===== src/hdl/srst_pkg.sv =====
// Types, constants and arithmetic helpers of the slot role tracker.
package srst_pkg;

    localparam int TsBits     = 48;
    localparam int SampleBits = 12;
    localparam int CfoBits    = 20;
    localparam int DiffBits   = CfoBits + 1;

    // Slot arithmetic: rounded slots = floor((gap + RoundBias) / SlotUs).
    localparam int SlotUs       = 625;
    localparam int RoundBias    = 312;
    localparam int HalfSlotUs   = 313;
    localparam int ChunkBits    = 8;
    localparam int NumChunks    = (TsBits + ChunkBits - 1) / ChunkBits;
    // Holds the folded residue sum for stamps up to 64 bits.
    localparam int SumBits      = 21;
    localparam int RecipShift   = 30;
    localparam int QuotBits     = 2 * SumBits - RecipShift;
    localparam int ResBits      = 10;
    localparam longint unsigned SlotRecip =
        ((64'd1 << RecipShift) + SlotUs - 1) / SlotUs;

    // Averaging step avg' = floor((4*avg + x + 2) / 5), done in CfoBits wide.
    localparam int BlendW = CfoBits;
    localparam int BlendU = BlendW + 3;
    localparam int BlendK = BlendU + 2;
    localparam longint unsigned BlendRecip = ((64'd1 << BlendK) + 4) / 5;
    localparam longint unsigned BlendOff   = 5 * (64'd1 << (BlendW - 1));

    typedef enum logic [1:0] {
        ROLE_CENTRAL    = 2'd0,
        ROLE_PERIPHERAL = 2'd1,
        ROLE_UNRESOLVED = 2'd2
    } role_t;

    typedef struct packed {
        logic signed [SampleBits-1:0] rssi;
        logic signed [SampleBits-1:0] snr;
        logic signed [CfoBits-1:0]    cfo;
    } sample_t;

    typedef struct packed {
        sample_t            smp;
        logic               first;
        logic               backward;
        logic [TsBits-1:0]  gap;
    } gap_word_t;

    typedef struct packed {
        sample_t smp;
        role_t   role;
    } role_word_t;

    typedef struct packed {
        role_t                        role;
        logic signed [SampleBits-1:0] rssi_all;
        logic signed [SampleBits-1:0] snr_all;
        logic signed [SampleBits-1:0] rssi_role;
        logic signed [SampleBits-1:0] snr_role;
        logic signed [CfoBits-1:0]    cfo_role;
        logic signed [CfoBits-1:0]    cfo_master;
        logic signed [CfoBits-1:0]    cfo_slave;
        logic                         both;
    } avg_word_t;

    // Weight of byte idx of a value, reduced modulo one slot.
    function automatic logic [SumBits-1:0] chunk_weight(input int idx);
        int w;
        w = 1;
        for (int j = 0; j < NumChunks; j++) begin
            if (j < idx) begin
                w = (w * (2 ** ChunkBits)) % SlotUs;
            end
        end
        return SumBits'(w);
    endfunction

    function automatic logic signed [CfoBits-1:0] widen(input logic signed [SampleBits-1:0] x);
        return {{(CfoBits - SampleBits){x[SampleBits-1]}}, x};
    endfunction

    // One averaging step, rounding an exact half upward. The offset keeps the
    // dividend positive so the divide by five is a reciprocal multiply.
    function automatic logic signed [CfoBits-1:0] blend(
        input logic signed [CfoBits-1:0] avg,
        input logic signed [CfoBits-1:0] x
    );
        logic signed [BlendU-1:0] s;
        logic [BlendU-1:0]        u;
        logic [2*BlendU-1:0]      prod;
        logic [BlendW:0]          q;
        s    = {{1{avg[CfoBits-1]}}, avg, 2'b00} + {{3{x[CfoBits-1]}}, x};
        u    = $unsigned(s) + BlendU'(BlendOff + 2);
        prod = {{BlendU{1'b0}}, u} * (2 * BlendU)'(BlendRecip);
        q    = prod[2*BlendU-1:BlendK];
        return CfoBits'(q - (BlendW + 1)'(64'd1 << (BlendW - 1)));
    endfunction

endpackage


===== src/hdl/srst_gap_stage.sv =====
// Input register stage: arrival gap against the previous timestamp.
module srst_gap_stage (
    input  logic                        clk,
    input  logic                        rst_n,
    input  logic                        up_valid,
    output logic                        up_ready,
    input  logic [srst_pkg::TsBits-1:0] timestamp_us,
    input  srst_pkg::sample_t           smp,
    output logic                        dn_valid,
    output srst_pkg::gap_word_t         dn_word,
    input  logic                        dn_ready
);

    logic                        valid_reg;
    logic                        valid_next;
    logic [srst_pkg::TsBits-1:0] prev_ts_reg;
    logic                        ref_set_reg;
    srst_pkg::gap_word_t         word_reg;
    srst_pkg::gap_word_t         word_next;
    logic [srst_pkg::TsBits:0]   diff;
    logic                        load;

    assign up_ready = !valid_reg || dn_ready;
    assign load     = up_valid && up_ready;
    assign diff     = {1'b0, timestamp_us} - {1'b0, prev_ts_reg};

    always_comb
    begin
        valid_next         = up_ready ? up_valid : valid_reg;
        word_next.smp      = smp;
        word_next.first    = !ref_set_reg;
        // A borrow or a zero difference means the stamp did not move forward.
        word_next.backward = ref_set_reg &&
                             (diff[srst_pkg::TsBits] || (diff[srst_pkg::TsBits-1:0] == '0));
        word_next.gap      = diff[srst_pkg::TsBits-1:0];
    end

    always_ff @(posedge clk or negedge rst_n)
    begin
        if (!rst_n)
        begin
            valid_reg   <= 1'b0;
            prev_ts_reg <= '0;
            ref_set_reg <= 1'b0;
        end
        else
        begin
            valid_reg <= valid_next;
            if (load)
            begin
                prev_ts_reg <= timestamp_us;
                ref_set_reg <= 1'b1;
            end
        end
    end

    always_ff @(posedge clk)
    begin
        if (load)
        begin
            word_reg <= word_next;
        end
    end

    assign dn_valid = valid_reg;
    assign dn_word  = word_reg;

endmodule


===== config.mk =====
export PLATFORM = sky130hd
export DESIGN_NAME = srst_gap_stage
export DESIGN_NICKNAME = d
export VERILOG_FILES = /design/src/hdl/srst_pkg.sv /design/src/hdl/srst_gap_stage.sv
export SDC_FILE = /design/constraint.sdc
export NUM_CORES = 1
export LEC_CHECK = 0
export BUFFER_PORTS_ARGS = -buffer_cell sky130_fd_sc_hd__buf_4
export CAP_MARGIN = 20
export CORE_UTILIZATION = 55
export DETAILED_ROUTE_END_ITERATION = 10
export PLACE_DENSITY_LB_ADDON = 0.15
export SETUP_SLACK_MARGIN = 0.02
export SLEW_MARGIN = 20
export SYNTH_ARGS = -nofsm -noshare
export SYNTH_HDL_FRONTEND = slang
export SYNTH_SLANG_ARGS = --single-unit

===== constraint.sdc =====
create_clock -name clk -period 12.85 [get_ports clk]
set_clock_uncertainty 0.05 [all_clocks]
set_input_delay 1.285 -clock clk [delete_from_list [all_inputs] [get_ports clk]]
set_output_delay 1.285 -clock clk [all_outputs]
set_load 0.02 [all_outputs]

# Word level (Yosys, flattened, before mapping)
# Cells that the tools add are included.
op_classes:
  n_addsub: 1
  muxes: 0
  reduce_logical: 7
  mul: 0
  order_cmp: 0
  bitwise: 0
  n_div: 0
  n_eq_ne: 0
  n_shift: 0
ops:
  columns: ["operator", "count"]
  rows:
  - ["$sub A48 B48 Y49", 1]
  - ["$logic_not A48 Y1", 1]
  - ["$logic_and A1 B1 Y1", 2]
  - ["$logic_not A1 Y1", 2]
  - ["$logic_or A1 B1 Y1", 2]
word_totals:
  latch_bits: 0
  ramBits: 0
  out_inout_bits: 96
  mem_count: 0
  reg_bits: 144
  elab_cells: 17
  rom_bits: 0
  in_bits: 96

# Depth between registers and ports, before layout
depth:
  depth_word: 4
  ltp_mapped: 13
  ltp_nobuf: 13

# Worst setup path after synthesis
# OpenSTA, ideal clock, no wires.
synth_path:
  path_type: "in2reg"
  start: "in dn_ready"
  end: "reg word_reg, in the netlist dn_word[0], enable pin"
  cell_stages: 5
  arrival_ns: 4.768
  slack_ns: 7.539
  cell_sequence: "nand2b_1 -> nand2_1 -> inv_1 -> clkbuf_1 -> clkbuf_1"
synth_between:
  elab_chain_cells: 2
synth_lines:
  columns: ["item", "line_no", "source"]
  rows:
  - ["from (decl)", "srst_gap_stage.sv:11", "input logic dn_ready"]
  - ["$logic_or A1 B1 Y1", "srst_gap_stage.sv:23", "assign up_ready = !valid_reg || dn_ready;"]
  - ["$logic_and A1 B1 Y1", "srst_gap_stage.sv:24", "assign load = up_valid && up_ready;"]
  - ["via load", "srst_gap_stage.sv:21", "logic load;"]
  - ["to (signal assigned)", "srst_gap_stage.sv:61", "word_reg <= word_next;"]
  - ["to (decl)", "srst_gap_stage.sv:18", "srst_pkg::gap_word_t word_reg;"]
# The timed path passes the listed nets, and every way through them passes these cells.
# A chain may end at the register's enable or synchronous reset.

==> impl_metrics.tcl <==
set metrics [dict create \
    cts.reportedPaths.clkPinSlew_ns 0.06 \
    yosys.area.top_type "edfxtp_1" \
    final_cell_area_um2 10500 \
    p_switching_uw 555 \
    nets 1174 \
    grt_usage 0.277 \
    utilization 0.696 \
    postCtsSetupRepairBufs 0 \
    cts_buffer_depth 2 \
    p_leak_nw 4.51 \
    finalMaxSlewViolations 0 \
    crit_chain "buf_4, inv_1, ha_1, fa_1, nor2b_1, o31a_1, o21ai_1, a31o_2, and2_2, a221o_1, or4b_1, nor4_1, and4_1, a21o_1" \
    ff2ff_path_depth 12 \
    critical-path-slowest-cell "or4b_1" \
    synth_ff_type "edfxtp_1" \
    clk_latency_ns 0.43 \
    die_area_um2 15900 \
    ir_worst_vdd_mv 0.0892 \
    netlist_top_cells_area "edfxtp_1 33%, dfrtp_1 15%, ha_1 7.1%, o21ai_0 4.7%, nand2_1 4.4%" \
    end_kind "flop" \
    first_pass_iters 5 \
    p_sw_frac 0.347 \
    diodes 0 \
    io_buffers 191 \
    synth_fp_nets 1001 \
    syn_to_final_growth_pct 24.3 \
    wl_mm 21.4 \
    avgSynthCellArea_um2 9.91 \
    final_layout_size_suffix_gt1_frac 0.240 \
    cp_num_cells 14 \
    critPathLaunch "timestamp_us[0]" \
    cts_resized 0 \
    worst_pin_slew_ns 1.08 \
    synth_edf_count 94 \
    synth_top_area_frac 0.333 \
    fp.dieW_um 126 \
    synth.most_common_cell "nand2_1" \
    grt.overflow.total 0 \
    power.clock.fraction 0.301 \
    r2r-end "dn_word[48]" \
    rows 45 \
    htree_levels 4 \
    fillers 1196 \
    crit_path_max_fanout 4 \
    ys_types 82 \
    cts_buffers 17 \
    drc 0 \
    crit_required_ns 13.10 \
    p_int_mw 1.05 \
    ant_nets 0 \
    pin_count 192 \
    path_class "in2reg" \
    core_um2 15100 \
    ys_ff_latch 144 \
    start_util 0.560 \
    crit_path_max_incr_delay_ns 0.46 \
    cp_num_buf_inv 2 \
    setup_violations 0 \
    hold_viol 0 \
    fmax_ghz 0.229 \
    fin_crit_ns 4.36 \
    dpl_cell_area_um2 9960 \
    register_area_um2 4070 \
    holdBufCountCts 0 \
    syn_area_um2 8480 \
    root_buffer "clkbuf_16" \
    crit_path_end "dn_word[48]" \
    clkSinkCount 144 \
    multi_input_area_um2 3980 \
    dieHeight_um 126 \
    routedWlPerCell_um 17.4 \
    netlist_instances 856 \
    rr_startpoint "prev_ts_reg[0]" \
    crit_path_start_kind "input pin" \
    synthArstFlopShare 0.347 \
    min_period_over_period 0.339 \
    hold_path.class "reg2reg" \
    power.total_mw 1.60 \
    vias 7199 \
    grt_pass1_vias 6752 \
    largest_reg_flops 94 \
    comb_power_share 0.334 \
    setup-tns-final_ns 0 \
    reg2reg_slack_ns 9.14 \
    p_seq_frac 0.365 \
    yosys_warnings 0 \
    gp_congestion 0.944 \
    cts_tree "done" \
    slew_headroom 0.280 \
    routed_via_density 5.85 \
    grt_pass1_wl_mm 34.3 \
    status "finished clean" \
    synth_common_cells "99 x nand2_1, 94 x edfxtp_1, 79 x o21ai_0" \
    antenna_found_initial 0 \
    p_per_area_nw_per_um2 152 \
    yosysSeqAreaShare 0.480 \
    hpwl_mm 16.7 \
    cp_top_family "simple AND/OR/NAND/NOR gates" \
    grt_setup_unrepaired "no" \
    maxCapViolCount 0 \
    grt_max_degree 108 \
    first_iter_violations 553 \
    cp_data_arrival_time_ns 4.61 \
]
worst reg2reg max path: stages (launching register included):
cell and delay (ns):
dfrtp_1 0.38, ha_1 0.21, fa_1 0.41, nor2b_1 0.24
o31a_1 0.25, o21ai_1 0.14, a31o_2 0.29, and2_2 0.21
a221o_1 0.34, or4b_1 0.46, nor4_1 0.28, and4_1 0.22
a21o_1 0.11
final cells by class:
class,instances,area share
repair buffers,192,0.137
multi-input cells,613,0.377
clock inverters,14,0.0141
clock buffers,18,0.0407
inverters,61,0.0222
flip-flops and latches,144,0.387
well taps,188,0.0223
layout by cell type, fill, tap and decap left out, drive strengths merged, types with 4 or more instances in the layout:
| cell | synthesis | layout |
|---|---|---|
| nor3b | 4 | 4 |
| clkbuf | 22 | 18 |
| a211oi | 13 | 13 |
| inv | 61 | 68 |
| or3 | 10 | 10 |
| a21oi | 52 | 52 |
| a21boi | 8 | 8 |
| nand4 | 16 | 16 |
| o21a | 16 | 16 |
| a221o | 5 | 5 |
| and2 | 20 | 20 |
| a31oi | 5 | 5 |
| nor2b | 5 | 5 |
| xnor2 | 10 | 10 |
| o21bai | 4 | 4 |
| nor4 | 9 | 9 |
| nand3 | 22 | 22 |
| nand2 | 99 | 99 |
| o211ai | 5 | 5 |
| a221oi | 4 | 4 |
| clkinvlp | 0 | 4 |
| ha | 48 | 48 |
| nor3 | 19 | 19 |
| xor2 | 10 | 10 |
| nor2 | 43 | 43 |
| a211o | 4 | 4 |
| and4 | 4 | 4 |
| o22ai | 7 | 7 |
| dfrtp | 50 | 50 |
| and3 | 15 | 15 |
| o21ai | 82 | 82 |
| nand2b | 7 | 7 |
| buf | 16 | 192 |
| edfxtp | 94 | 94 |
| or2 | 4 | 4 |
| or4 | 5 | 5 |
| a21o | 20 | 20 |
power groups by stage:
stage	Clock (mW)	Combinational, mW	Sequential [mW]
4_1_cts	0.485	0.530	0.584
5_1_grt	0.506	0.584	0.588
6_report	0.482	0.535	0.583
3_5_place_dp	0	0.527	0.593
2_1_floorplan	0	0.317	0.634
3_3_place_gp	0	0.524	0.591
metrics by stage:
step / hold slack (ns) / instances / setup slack, ns
floorplan: 0.385 / 856 / 7.54
global placement: 0.420 / 1198 / 8.21
detailed placement: 0.429 / 1198 / 8.07
CTS: 0.442 / 1230 / 8.51
global route: 0.473 / 1230 / 8.32
finish: 0.447 / 1230 / 8.49
cell families after synthesis:
logic type      share of synthesized area
compound gates                      0.201
xor+xnor                           0.0207
fa+ha+maj                          0.0732
buf+inv                            0.0508
flops                               0.480
mux                               0.00384
simple gates                        0.170
layer usage:
metal  vias to the layer above  track usage  routed length [um]
li1                       3499            -                   -
met1                      3330        0.373                9340
met2                       328        0.447                9980
met3                        42       0.0527                1600
met4                         0        0.105                 529
met5                         -            0                   0
how the worst min path moves through the flow:
stage / start / end / slack [ns] / cells after the start
3_3_place_gp: ref_set_reg / ref_set_reg / 0.42 / 2
6_report: ref_set_reg / ref_set_reg / 0.45 / 2
5_1_grt: ref_set_reg / ref_set_reg / 0.47 / 2
4_1_cts: ref_set_reg / ref_set_reg / 0.44 / 2
3_5_place_dp: ref_set_reg / ref_set_reg / 0.43 / 2
2_1_floorplan: ref_set_reg / ref_set_reg / 0.38 / 2
Power figures use the tool's default switching activity.
