`config.mk`:
```
export PLATFORM = sky130hd
export DESIGN_NAME = srst_slot_parity
export DESIGN_NICKNAME = d
export VERILOG_FILES = /design/src/hdl/srst_pkg.sv /design/src/hdl/srst_slot_parity.sv
export SDC_FILE = /design/constraint.sdc
export NUM_CORES = 1
export LEC_CHECK = 0
export BUFFER_PORTS_ARGS = -buffer_cell sky130_fd_sc_hd__buf_4
export CELL_PAD_IN_SITES_DETAIL_PLACEMENT = 1
export CELL_PAD_IN_SITES_GLOBAL_PLACEMENT = 2
export CORE_MARGIN = 8
export CORE_UTILIZATION = 46
export DETAILED_ROUTE_END_ITERATION = 6
export PLACE_DENSITY_LB_ADDON = 0.15
export SYNTH_ARGS = -nofsm -noshare
export SYNTH_HDL_FRONTEND = slang
export SYNTH_SLANG_ARGS = --single-unit
```
`constraint.sdc`:
```
create_clock -name clk -period 15 [get_ports clk]
set_clock_uncertainty 0.05 [all_clocks]
set_input_delay 0.75 -clock clk [delete_from_list [all_inputs] [get_ports clk]]
set_output_delay 0.75 -clock clk [all_outputs]
set_load 0.01 [all_outputs]
```
`src/hdl/srst_pkg.sv`:
```
// Types, constants and arithmetic helpers of the slot role tracker.
package srst_pkg;

    localparam int TsBits     = 48;
    localparam int SampleBits = 12;
    localparam int CfoBits    = 20;
    localparam int DiffBits   = CfoBits + 1;

    // Slot arithmetic: rounded slots = floor((gap + RoundBias) / SlotUs).
    localparam int SlotUs       = 625;
    localparam int RoundBias    = 312;
    localparam int HalfSlotUs   = 313;
    localparam int ChunkBits    = 8;
    localparam int NumChunks    = (TsBits + ChunkBits - 1) / ChunkBits;
    // Holds the folded residue sum for stamps up to 64 bits.
    localparam int SumBits      = 21;
    localparam int RecipShift   = 30;
    localparam int QuotBits     = 2 * SumBits - RecipShift;
    localparam int ResBits      = 10;
    localparam longint unsigned SlotRecip =
        ((64'd1 << RecipShift) + SlotUs - 1) / SlotUs;

    // Averaging step avg' = floor((4*avg + x + 2) / 5), done in CfoBits wide.
    localparam int BlendW = CfoBits;
    localparam int BlendU = BlendW + 3;
    localparam int BlendK = BlendU + 2;
    localparam longint unsigned BlendRecip = ((64'd1 << BlendK) + 4) / 5;
    localparam longint unsigned BlendOff   = 5 * (64'd1 << (BlendW - 1));

    typedef enum logic [1:0] {
        ROLE_CENTRAL    = 2'd0,
        ROLE_PERIPHERAL = 2'd1,
        ROLE_UNRESOLVED = 2'd2
    } role_t;

    typedef struct packed {
        logic signed [SampleBits-1:0] rssi;
        logic signed [SampleBits-1:0] snr;
        logic signed [CfoBits-1:0]    cfo;
    } sample_t;

    typedef struct packed {
        sample_t            smp;
        logic               first;
        logic               backward;
        logic [TsBits-1:0]  gap;
    } gap_word_t;

    typedef struct packed {
        sample_t smp;
        role_t   role;
    } role_word_t;

    typedef struct packed {
        role_t                        role;
        logic signed [SampleBits-1:0] rssi_all;
        logic signed [SampleBits-1:0] snr_all;
        logic signed [SampleBits-1:0] rssi_role;
        logic signed [SampleBits-1:0] snr_role;
        logic signed [CfoBits-1:0]    cfo_role;
        logic signed [CfoBits-1:0]    cfo_master;
        logic signed [CfoBits-1:0]    cfo_slave;
        logic                         both;
    } avg_word_t;

    // Weight of byte idx of a value, reduced modulo one slot.
    function automatic logic [SumBits-1:0] chunk_weight(input int idx);
        int w;
        w = 1;
        for (int j = 0; j < NumChunks; j++) begin
            if (j < idx) begin
                w = (w * (2 ** ChunkBits)) % SlotUs;
            end
        end
        return SumBits'(w);
    endfunction

    function automatic logic signed [CfoBits-1:0] widen(input logic signed [SampleBits-1:0] x);
        return {{(CfoBits - SampleBits){x[SampleBits-1]}}, x};
    endfunction

    // One averaging step, rounding an exact half upward. The offset keeps the
    // dividend positive so the divide by five is a reciprocal multiply.
    function automatic logic signed [CfoBits-1:0] blend(
        input logic signed [CfoBits-1:0] avg,
        input logic signed [CfoBits-1:0] x
    );
        logic signed [BlendU-1:0] s;
        logic [BlendU-1:0]        u;
        logic [2*BlendU-1:0]      prod;
        logic [BlendW:0]          q;
        s    = {{1{avg[CfoBits-1]}}, avg, 2'b00} + {{3{x[CfoBits-1]}}, x};
        u    = $unsigned(s) + BlendU'(BlendOff + 2);
        prod = {{BlendU{1'b0}}, u} * (2 * BlendU)'(BlendRecip);
        q    = prod[2*BlendU-1:BlendK];
        return CfoBits'(q - (BlendW + 1)'(64'd1 << (BlendW - 1)));
    endfunction

endpackage

```
`src/hdl/srst_slot_parity.sv`:
```
// Slot count parity: rounded gap in slots, its parity and the packet role.
module srst_slot_parity (
    input  logic                  clk,
    input  logic                  rst_n,
    input  logic                  up_valid,
    output logic                  up_ready,
    input  srst_pkg::gap_word_t   up_word,
    output logic                  dn_valid,
    output srst_pkg::role_word_t  dn_word,
    input  logic                  dn_ready
);

    localparam int PadBits = srst_pkg::NumChunks * srst_pkg::ChunkBits;

    typedef struct packed {
        srst_pkg::sample_t             smp;
        logic                          first;
        logic                          backward;
        logic                          near_gap;
        logic                          low_bit;
        logic [srst_pkg::SumBits-1:0]  sum;
    } fold_t;

    typedef struct packed {
        fold_t                         fold;
        logic [srst_pkg::QuotBits-1:0] quot;
    } quot_t;

    logic                  v1_reg, v2_reg, v3_reg;
    logic                  v1_next, v2_next, v3_next;
    logic                  ready1, ready2, ready3;
    fold_t                 s1_reg, s1_next;
    quot_t                 s2_reg, s2_next;
    srst_pkg::role_word_t  s3_reg, s3_next;
    logic                  parity_reg, parity_next;

    logic [srst_pkg::TsBits:0]       biased;
    logic [PadBits-1:0]              halved;
    logic [2*srst_pkg::SumBits-1:0]  prod;
    logic [srst_pkg::SumBits-1:0]    rem_full;
    logic [srst_pkg::ResBits:0]      twice_rem;
    logic                            slot_odd;

    assign ready3   = !v3_reg || dn_ready;
    assign ready2   = !v2_reg || ready3;
    assign ready1   = !v1_reg || ready2;
    assign up_ready = ready1;

    // Fold the halved biased gap byte by byte into a small value with the
    // same residue modulo one slot; its low bit is kept aside.
    always_comb
    begin
        biased = {1'b0, up_word.gap} + (srst_pkg::TsBits + 1)'(srst_pkg::RoundBias);
        halved = PadBits'(biased[srst_pkg::TsBits:1]);
        s1_next.smp      = up_word.smp;
        s1_next.first    = up_word.first;
        s1_next.backward = up_word.backward;
        s1_next.near_gap = up_word.gap < srst_pkg::TsBits'(srst_pkg::HalfSlotUs);
        s1_next.low_bit  = biased[0];
        s1_next.sum      = '0;
        for (int i = 0; i < srst_pkg::NumChunks; i++)
        begin
            s1_next.sum = s1_next.sum
                + srst_pkg::SumBits'(halved[i*srst_pkg::ChunkBits +: srst_pkg::ChunkBits])
                * srst_pkg::chunk_weight(i);
        end
    end

    always_comb
    begin
        prod = {{srst_pkg::SumBits{1'b0}}, s1_reg.sum}
             * (2 * srst_pkg::SumBits)'(srst_pkg::SlotRecip);
        s2_next.fold = s1_reg;
        s2_next.quot = prod[srst_pkg::RecipShift +: srst_pkg::QuotBits];
    end

    always_comb
    begin
        rem_full  = s2_reg.fold.sum
                  - srst_pkg::SumBits'(s2_reg.quot) * srst_pkg::SumBits'(srst_pkg::SlotUs);
        twice_rem = {rem_full[srst_pkg::ResBits-1:0], s2_reg.fold.low_bit};
        // Odd slot count when the residue modulo two slots is in the upper slot;
        // a gap that rounds to zero slots still counts as one.
        slot_odd  = s2_reg.fold.near_gap ||
                    (twice_rem >= (srst_pkg::ResBits + 1)'(srst_pkg::SlotUs));
        s3_next.smp = s2_reg.fold.smp;
        parity_next = parity_reg;
        priority if (s2_reg.fold.first)
        begin
            parity_next  = 1'b0;
            s3_next.role = srst_pkg::ROLE_CENTRAL;
        end
        else if (s2_reg.fold.backward)
        begin
            s3_next.role = srst_pkg::ROLE_UNRESOLVED;
        end
        else
        begin
            parity_next  = parity_reg ^ slot_odd;
            s3_next.role = parity_next ? srst_pkg::ROLE_PERIPHERAL : srst_pkg::ROLE_CENTRAL;
        end
    end

    always_comb
    begin
        v1_next = ready1 ? up_valid : v1_reg;
        v2_next = ready2 ? v1_reg : v2_reg;
        v3_next = ready3 ? v2_reg : v3_reg;
    end

    always_ff @(posedge clk or negedge rst_n)
    begin
        if (!rst_n)
        begin
            v1_reg     <= 1'b0;
            v2_reg     <= 1'b0;
            v3_reg     <= 1'b0;
            parity_reg <= 1'b0;
        end
        else
        begin
            v1_reg <= v1_next;
            v2_reg <= v2_next;
            v3_reg <= v3_next;
            if (ready3 && v2_reg)
            begin
                parity_reg <= parity_next;
            end
        end
    end

    always_ff @(posedge clk)
    begin
        if (ready1 && up_valid)
        begin
            s1_reg <= s1_next;
        end
        if (ready2 && v1_reg)
        begin
            s2_reg <= s2_next;
        end
        if (ready3 && v2_reg)
        begin
            s3_reg <= s3_next;
        end
    end

    assign dn_valid = v3_reg;
    assign dn_word  = s3_reg;

endmodule

```
* Word-level counts from Yosys, hierarchy flattened *
Index checks and enable logic that the tools add are counted.

storage, ports and cells
  register bits = 189
  bits in writable memories = 0
  input bits = 98
  memories = 0
  memory bits (read-only) = 0
  output and inout bits = 48
  latch bits = 0

cells by class
  equal/unequal tests = 1
  multiply operators = 6
  reductions and logical operators = 12
  shifts and indexed selects = 0
  divide/modulo/power cells = 0
  $add $sub $neg = 7
  muxes and demuxes = 4
  order comparisons = 2
  bitwise gates (word level) = 1

operators by type and width
  cell                                                                      count
  48-bit by 9-bit adder with 49-bit output (second input constant)          1
  48-bit by 9-bit < comparator with 1-bit output (second input constant)    1
  21-bit by 21-bit multiplier with 42-bit output (second input constant)    1
  8-bit by 9-bit multiplier with 17-bit output (second input constant)      2
  8-bit by 7-bit multiplier with 15-bit output (second input constant)      2
  20-bit by 17-bit adder with 21-bit output                                 1
  21-bit by 17-bit adder with 21-bit output                                 1
  19-bit by 17-bit adder with 20-bit output                                 1
  17-bit by 18-bit adder with 19-bit output                                 1
  8-bit by 16-bit adder with 17-bit output                                  1
  12-bit by 10-bit multiplier with 10-bit output (second input constant)    1
  11-bit by 10-bit >= comparator with 1-bit output (second input constant)  1
  10-bit subtractor                                                         1
  1-bit logical OR                                                          4
  1-bit logical AND                                                         3
  1-bit zero test                                                           3
  1-bit 2-to-1 mux                                                          3
  2-bit 2-to-1 mux                                                          1
  2-bit by 1-bit != test with 1-bit output (second input constant)          1
  2-bit AND reduction                                                       1
  2-bit OR reduction                                                        1
  1-bit XOR                                                                 1

* Longest topological paths before layout *
Gate-level depths: netlist of the first run.

  depth after elaboration = 7
  depth in mapped cells = 37
  gate-level depth less buffers = 37

* Worst setup path after synthesis of the first run *
Ideal clock, no wire load.

  path type = input -> register
  from = input up_word[3] in the netlist's numbering
  to = register s1_reg[20] in the netlist's numbering, data pin
  required time = 14.685 ns
  library setup time = 0.265 ns
  slack = 6.287 ns
  cell stages on the path = 36
  path buffers = 0
  arrival time = 8.399 ns
  cells stage by stage = inv_1 ha_1 nand2b_1 a31oi_1 nor2_2 and4_2 and2_1 nand2_1 xor2_1 inv_1 ha_1 ha_1 fa_1 a21o_1 a21oi_1 nor2b_1 o221a_2 a21oi_1 ha_1 fa_1 inv_1 fa_1 inv_1 fa_1 inv_1 fa_1 fa_1 inv_1 ha_1 and2_1 o21ai_0 o31ai_1 o41ai_1 o22ai_1 o21ai_0 a21oi_1

RTL lines
  what                  RTL line                 source
  start, declared       srst_slot_parity.sv:7    input srst_pkg::gap_word_t up_word,
  end signal, assigned  srst_slot_parity.sv:136  s1_reg <= s1_next;
  end, declared         srst_slot_parity.sv:32   fold_t s1_reg, s1_next;

==> reports/metrics.cfg, run 1 <==
[routing]
dr.pass1.iters=5
routedWlPerCell_um=21.0
num_vias=13300
drt_iter0_markers=563
routed_wl_um=54300
drc_errors=0
drtAntennaViolNets=0
viasPerCell=5.14

[clock_network]
cts_buffer_depth=2
cts.sinks=187
tritoncts=built
clk_pin_slew_ns=0.09
ctsHoldBuffers=0
clk_root_buffer_cell=clkbuf_16
htree_levels=4
cts_buffers=17
cts_setup_buffers=0
ctsResizeCount=0
clk_latency_ns=0.45

[worst_setup_path]
required_ns=15.14
crit_fanout=5
worstSetupEndpointType=flip-flop
crit_start=up_word[3]
r2r-start=s1_reg[8]
cp.arrival_ns=9.64
critPathKind=primary input to flip-flop
path_delay_family=adder cells
path_buf_inv=7
start_kind=primary input
crit_slowest_cell=a31oi_1
cpPeakStageDelay_ns=0.54

[grt]
grt_overflow=0
grt_pass1_vias=15000
grt_max_degree=70
grt_first_pass_wirelength_um=85800
track_usage_pct=21.2
antenna_found_initial=2

[timing]
setup_ws_ns=5.50
maxSlewViolCount=0
finalSetupViolCount=0
period_share_pct=63.3
rsz0062_at_grt=no
hold_viol_final=0
slew_headroom_pct=34.7
max_freq_mhz=105
fin_crit_ns=9.50
setup-tns-final_ns=0
tightest_slew_ns=0.980

[placement]
pre_cts_ws_ns=5.03
dpl.hpwl_um=47600
io_buffers=145
gp_congestion=0.897

[yosys]
netlist.area_leader.share_pct=26.6
synth_top_family_by_area=adder cells
yosysWarnings=0
synth_compound_area_share_pct=4.83
synth-adder-area-share_pct=47.7
synth_area_leader_cell=edfxtp_1
synth_nets=2539
syn_avg_cell_area_um2=11.4
seq_area_frac_synth_pct=27.1
synth-seq-cells=187
synth_cells=1817
muxShareOfSynthArea_pct=0.0969
synth_edf_count=183
synth.distinct_cells=74
synth_simple_gate_area_share_pct=6.23
synthFlopType=edfxtp_1
async_flop_share_pct=2.14
synth_xor_area_share_pct=4.91
synth_area_um2=20700
synth.most_common_cell=inv_1
synthTopCellsByArea=edfxtp_1 (27%), fa_1 (26%), ha_1 (21%), inv_1 (9.0%), xnor2_1 (3.2%)
synth_common_cells=inv_1 (496), ha_1 (353), fa_1 (271)

[die]
core_area_um2=44300
rows=77
dieArea_um2=51900
io-pin-count=146
initial_core_util_pct=46.6
fp.dieH_um=228
die_w_um=228

[job]
max-cap-violations=0

[layout]
largest_reg_flops=69
syn_to_final_growth_pct=12.0
num-fill-cells=4799
final_util_pct=52.2
finalNetCount=2700
drive_above_1_share_pct=10.5

[hold_path]
hold_class=primary input to asynchronous set/reset pin

[status]
status=finished clean

## cell families after synthesis
family | Yosys count
fa+ha+maj | 625
buf+inv | 503
simple gates | 237
flops | 187
compound gates | 148
xor+xnor | 115
mux | 2
## routing by layer
layer	GRT usage, %	wire length [um]	part of all wire (%)	vias up
met4	4.53	833	1.5	0
met5	0	0	0	-
met2	39.1	29100	54	183
met3	2.67	1480	2.7	49
met1	26.4	22800	42	6828
li1	-	-	-	6217
## placed cells by master (no fill, tap or decap), types with 3 or more instances in the layout
cell type and instances:
inv_1 495, ha_1 353, fa_1 271, edfxtp_1 183, buf_4 149, xnor2_1 75
nand2_1 43, xor2_1 39, a21oi_1 38, nor2_1 36, o21ai_0 32, nand3_1 29
and3_1 17, nor3_1 17, nor4_1 17, clkbuf_16 17, a21o_1 15, nor2b_1 13
nand2b_1 12, nand4_1 11, or2_2 9, and2_1 9, a211oi_1 8, a31oi_1 6
and4_1 5, o21a_1 5, clkinv_8 5, o31a_1 4, inv_12 4, dfrtp_1 4
o31ai_1 3, o41ai_1 3, o211ai_1 3, inv_8 3
## final timing paths
path / depth (start not counted) / endpoint / slack, ns
min in group clk: 0 / dn_word[8] / 0.37
worst min-delay path: 1 / dn_valid / 0.04
worst max register to register: 18 / s2_reg[9] / 7.90
worst max-delay path: 37 / s1_reg[20] / 5.50
max in group asynchronous: 1 / parity_reg / 14.75
worst min register to register: 0 / dn_word[8] / 0.37
## worst register-to-register path: cells and delay by family, from the launching register on
kind | cells | cell delay (ns)
adder cells (fa/ha/maj) | 8 | 3.72
AO/OA/AOI/OAI | 3 | 0.77
XOR/XNOR | 1 | 0.11
flip-flops | 1 | 0.57
AND/OR/NAND/NOR | 4 | 1.35
buffers and inverters | 2 | 0.26
## per-stage QoR
stage / hold WS [ns] / instances / cell area (um^2)
2_1_floorplan: 0.350 / 1817 / 20700
3_3_place_gp: 0.350 / 2551 / 22500
3_5_place_dp: 0.356 / 2551 / 22500
4_1_cts: 0.0215 / 2583 / 23100
5_1_grt: 0.0183 / 2584 / 23100
6_report: 0.0402 / 2584 / 23100
## area by class of cell
class	count	area, um^2	area share (%)
flip-flops and latches	187	5600	24.2
multi-input cells	1127	13200	56.9
clock buffers	17	425	1.84
well taps	592	741	3.20
diodes	1	2.50	0.0108
inverters	496	1860	8.04
clock inverters	15	228	0.984
repair buffers	149	1120	4.83
Power of run 1 is not shown: default switching activity piles up to over one toggle a cycle in this logic, so the estimate is an artifact.
==> run 2: changes to the inputs <==
- ABC_AREA: default -> 1
- CORE_UTILIZATION: 46 -> 41
- clock period: 15 -> 9.37 ns (I/O delays scaled with it)
==> run 2 against run 1 <==
Net effect:
- clock-buffer cell count unchanged
- non-clock buffer count increased by 1
- cell area is 5.6% higher
- first-iteration DRC count decreased by 23%
- sequential share of layout area decreased by 1.3 points
- synthesized area increased by 5.7%
- global-route usage shrank 0.44 points
- hold slack improved by 0.094 ns
- routed wire length up 16%
- via count is 14% higher
- sequential cell count did not move
- worst setup slack worse by 4.3 ns
- highest routed layer unchanged
==> reports/metrics.cfg, run 2 <==
[timing]
max_freq_mhz=123
period_share_pct=86.8
finalSetupViolCount=0  ; unchanged
hold_viol_final=0  ; unchanged
maxSlewViolCount=0  ; unchanged
slew_headroom_pct=36.8  ; +2.2 points
rsz0062_at_grt=no
tightest_slew_ns=0.941  ; -0.0396 ns
fin_crit_ns=8.14
setup-tns-final_ns=0  ; unchanged

[yosys]
synthTopCellsByArea=edfxtp_1 (25%), fa_1 (25%), ha_1 (20%), inv_1 (11%), nand2_1 (4.5%)
netlist.area_leader.share_pct=25.2  ; -1.4 points
yosysWarnings=0  ; unchanged
synth_common_cells=inv_1 (616), ha_1 (353), fa_1 (271)
seq_area_frac_synth_pct=25.6  ; -1.5 points
synth-seq-cells=187  ; unchanged
synth_area_um2=21800  ; +5.7%
synth_nets=2919  ; +15%
synth.distinct_cells=47  ; -36%
synth_edf_count=183  ; unchanged
synthFlopType=edfxtp_1
syn_avg_cell_area_um2=9.94  ; -13%
synth_cells=2197  ; +21%
synth_area_leader_cell=edfxtp_1
synth.most_common_cell=inv_1
async_flop_share_pct=2.14  ; unchanged

[worst_setup_path]
r2r_slack_ns=2.90  ; -5.00 ns
start_kind=primary input
crit_start=up_word[3]
crit_slowest_cell=fa_1
critPathKind=primary input to flip-flop
crit_path_end=s1_reg[19]
cp_common_cell=nand2_1
cp.arrival_ns=8.30  ; -1.34 ns
reg2reg_to=s2_reg[9]
path_depth=48  ; +30%
crit_fanout=5  ; unchanged
r2r-start=s1_reg[6]
path_delay_family=adder cells
worstSetupEndpointType=flip-flop
required_ns=9.54  ; -5.60 ns
path_buf_inv=6  ; -1
worst_r2r_path_depth=20  ; +2
cpPeakStageDelay_ns=0.58  ; +0.04 ns

[die]
rows=84  ; +9.1%
core_area_um2=52700  ; +19%
dieArea_um2=60900  ; +17%
fp.dieH_um=247  ; +8.3%
io-pin-count=146  ; unchanged
die_w_um=247  ; +8.3%
initial_core_util_pct=41.5  ; -5.1 points

[clock_network]
clk_latency_ns=0.46  ; about the same
tritoncts=built
cts_buffer_depth=2  ; unchanged
cts_setup_buffers=0  ; unchanged
ctsHoldBuffers=1  ; +1
htree_levels=4  ; unchanged
clk_pin_slew_ns=0.09  ; about the same
clk_root_buffer_cell=clkbuf_16
ctsResizeCount=0  ; unchanged
cts_buffers=17  ; unchanged
cts.sinks=187  ; unchanged

[placement]
dpl.hpwl_um=55500  ; +17%
gp_congestion=0.899  ; +0.28%
io_buffers=145  ; unchanged
dpl_cell_area_um2=23800  ; +5.9%

[layout]
multi_input_area_um2=13900  ; +5.4%
largest_reg_flops=69  ; unchanged
seqCellArea_um2=5600  ; unchanged
stdcell_area_um2=24400  ; +5.6%
syn_to_final_growth_pct=11.9
num-fill-cells=5945  ; +24%
drive_above_1_share_pct=9.63  ; -0.87 points
final_util_pct=46.4  ; -5.8 points
finalNetCount=3088  ; +14%
final_cell_mix=inv_1 (614), ha_1 (353), fa_1 (271)
layout_commonest_cell=inv_1
antenna_cells=0  ; -1

[grt]
grt_pass1_vias=17200  ; +15%
grt_max_degree=60  ; -14%
track_usage_pct=20.8  ; -0.44 points
grt_overflow=0  ; unchanged
antenna_found_initial=1  ; -1
grt_first_pass_wirelength_um=97200  ; +13%

[job]
max-cap-violations=0  ; unchanged

[hold_path]
hp-start=up_word[54]
hold_class=primary input to flip-flop

[routing]
dr.pass1.iters=4  ; -1
routedWlPerCell_um=20.5  ; -2.5%
num_vias=15100  ; +14%
drtAntennaViolNets=0  ; unchanged
drt_iter0_markers=433  ; -23%
viasPerCell=4.93  ; -4.0%
drc_errors=0  ; unchanged
routed_wl_um=62800  ; +16%

[status]
status=finished clean

## run 2: cell types whose count changed in the layout (fill, tap and decap cells not counted), moves of 13 or more
cell / change
nand2_1: +220
inv_1: +119
nor2_1: +59
xnor2_1: -49
a21oi_1: +34
nand3_1: +33
xor2_1: +25
nand4_1: +14
and3_1: -13
inv_2: +13
nor2b_1: -13
## run 2: cell type report
| cell class | count | area share, % |
|---|---|---|
| clock inverter | 15 | 0.773 |
| sequential | 187 | 22.9 |
| timing repair buffer | 150 | 4.62 |
| tap | 688 | 3.52 |
| multi-input combinational | 1382 | 56.8 |
| clock buffer | 17 | 1.74 |
| inverter | 628 | 9.64 |
## run 2: kinds of logic after synthesis
family	Yosys count	share of synthesized area, %
flops	187	25.6
xor+xnor	94	3.96
compound gates	143	3.77
simple gates	521	10.8
buf+inv	628	10.8
fa+ha+maj	624	45.1
## run 2: layer usage
layer  part of all wire, %  track usage (%)  vias to the layer above
met3                   2.1             2.05                       43
met4                   1.7             4.09                        0
met2                    53             39.0                      148
li1                      -                -                     7239
met5                     0                0                        -
met1                    43             25.7                     7702
## run 2: worst min path at each step
stage / endpoint / slack, ns / cells after the start
finish: s1_reg[29] / 0.13 / 1
global route: s1_reg[29] / 0.11 / 1
CTS: s1_reg[29] / 0.10 / 1
detailed placement: dn_valid / 0.22 / 1
global placement: parity_reg / 0.22 / 1
floorplan: dn_valid / 0.12 / 0
## run 2: stage by stage
step	hold WS [ns]	instances	setup slack, ns
2_1_floorplan	0.123	2197	1.59
3_3_place_gp	0.220	3034	0.930
3_5_place_dp	0.222	3034	0.752
4_1_cts	0.102	3067	1.25
5_1_grt	0.108	3067	0.728
6_report	0.135	3067	1.23
Power of run 2 is left out for the same reason.
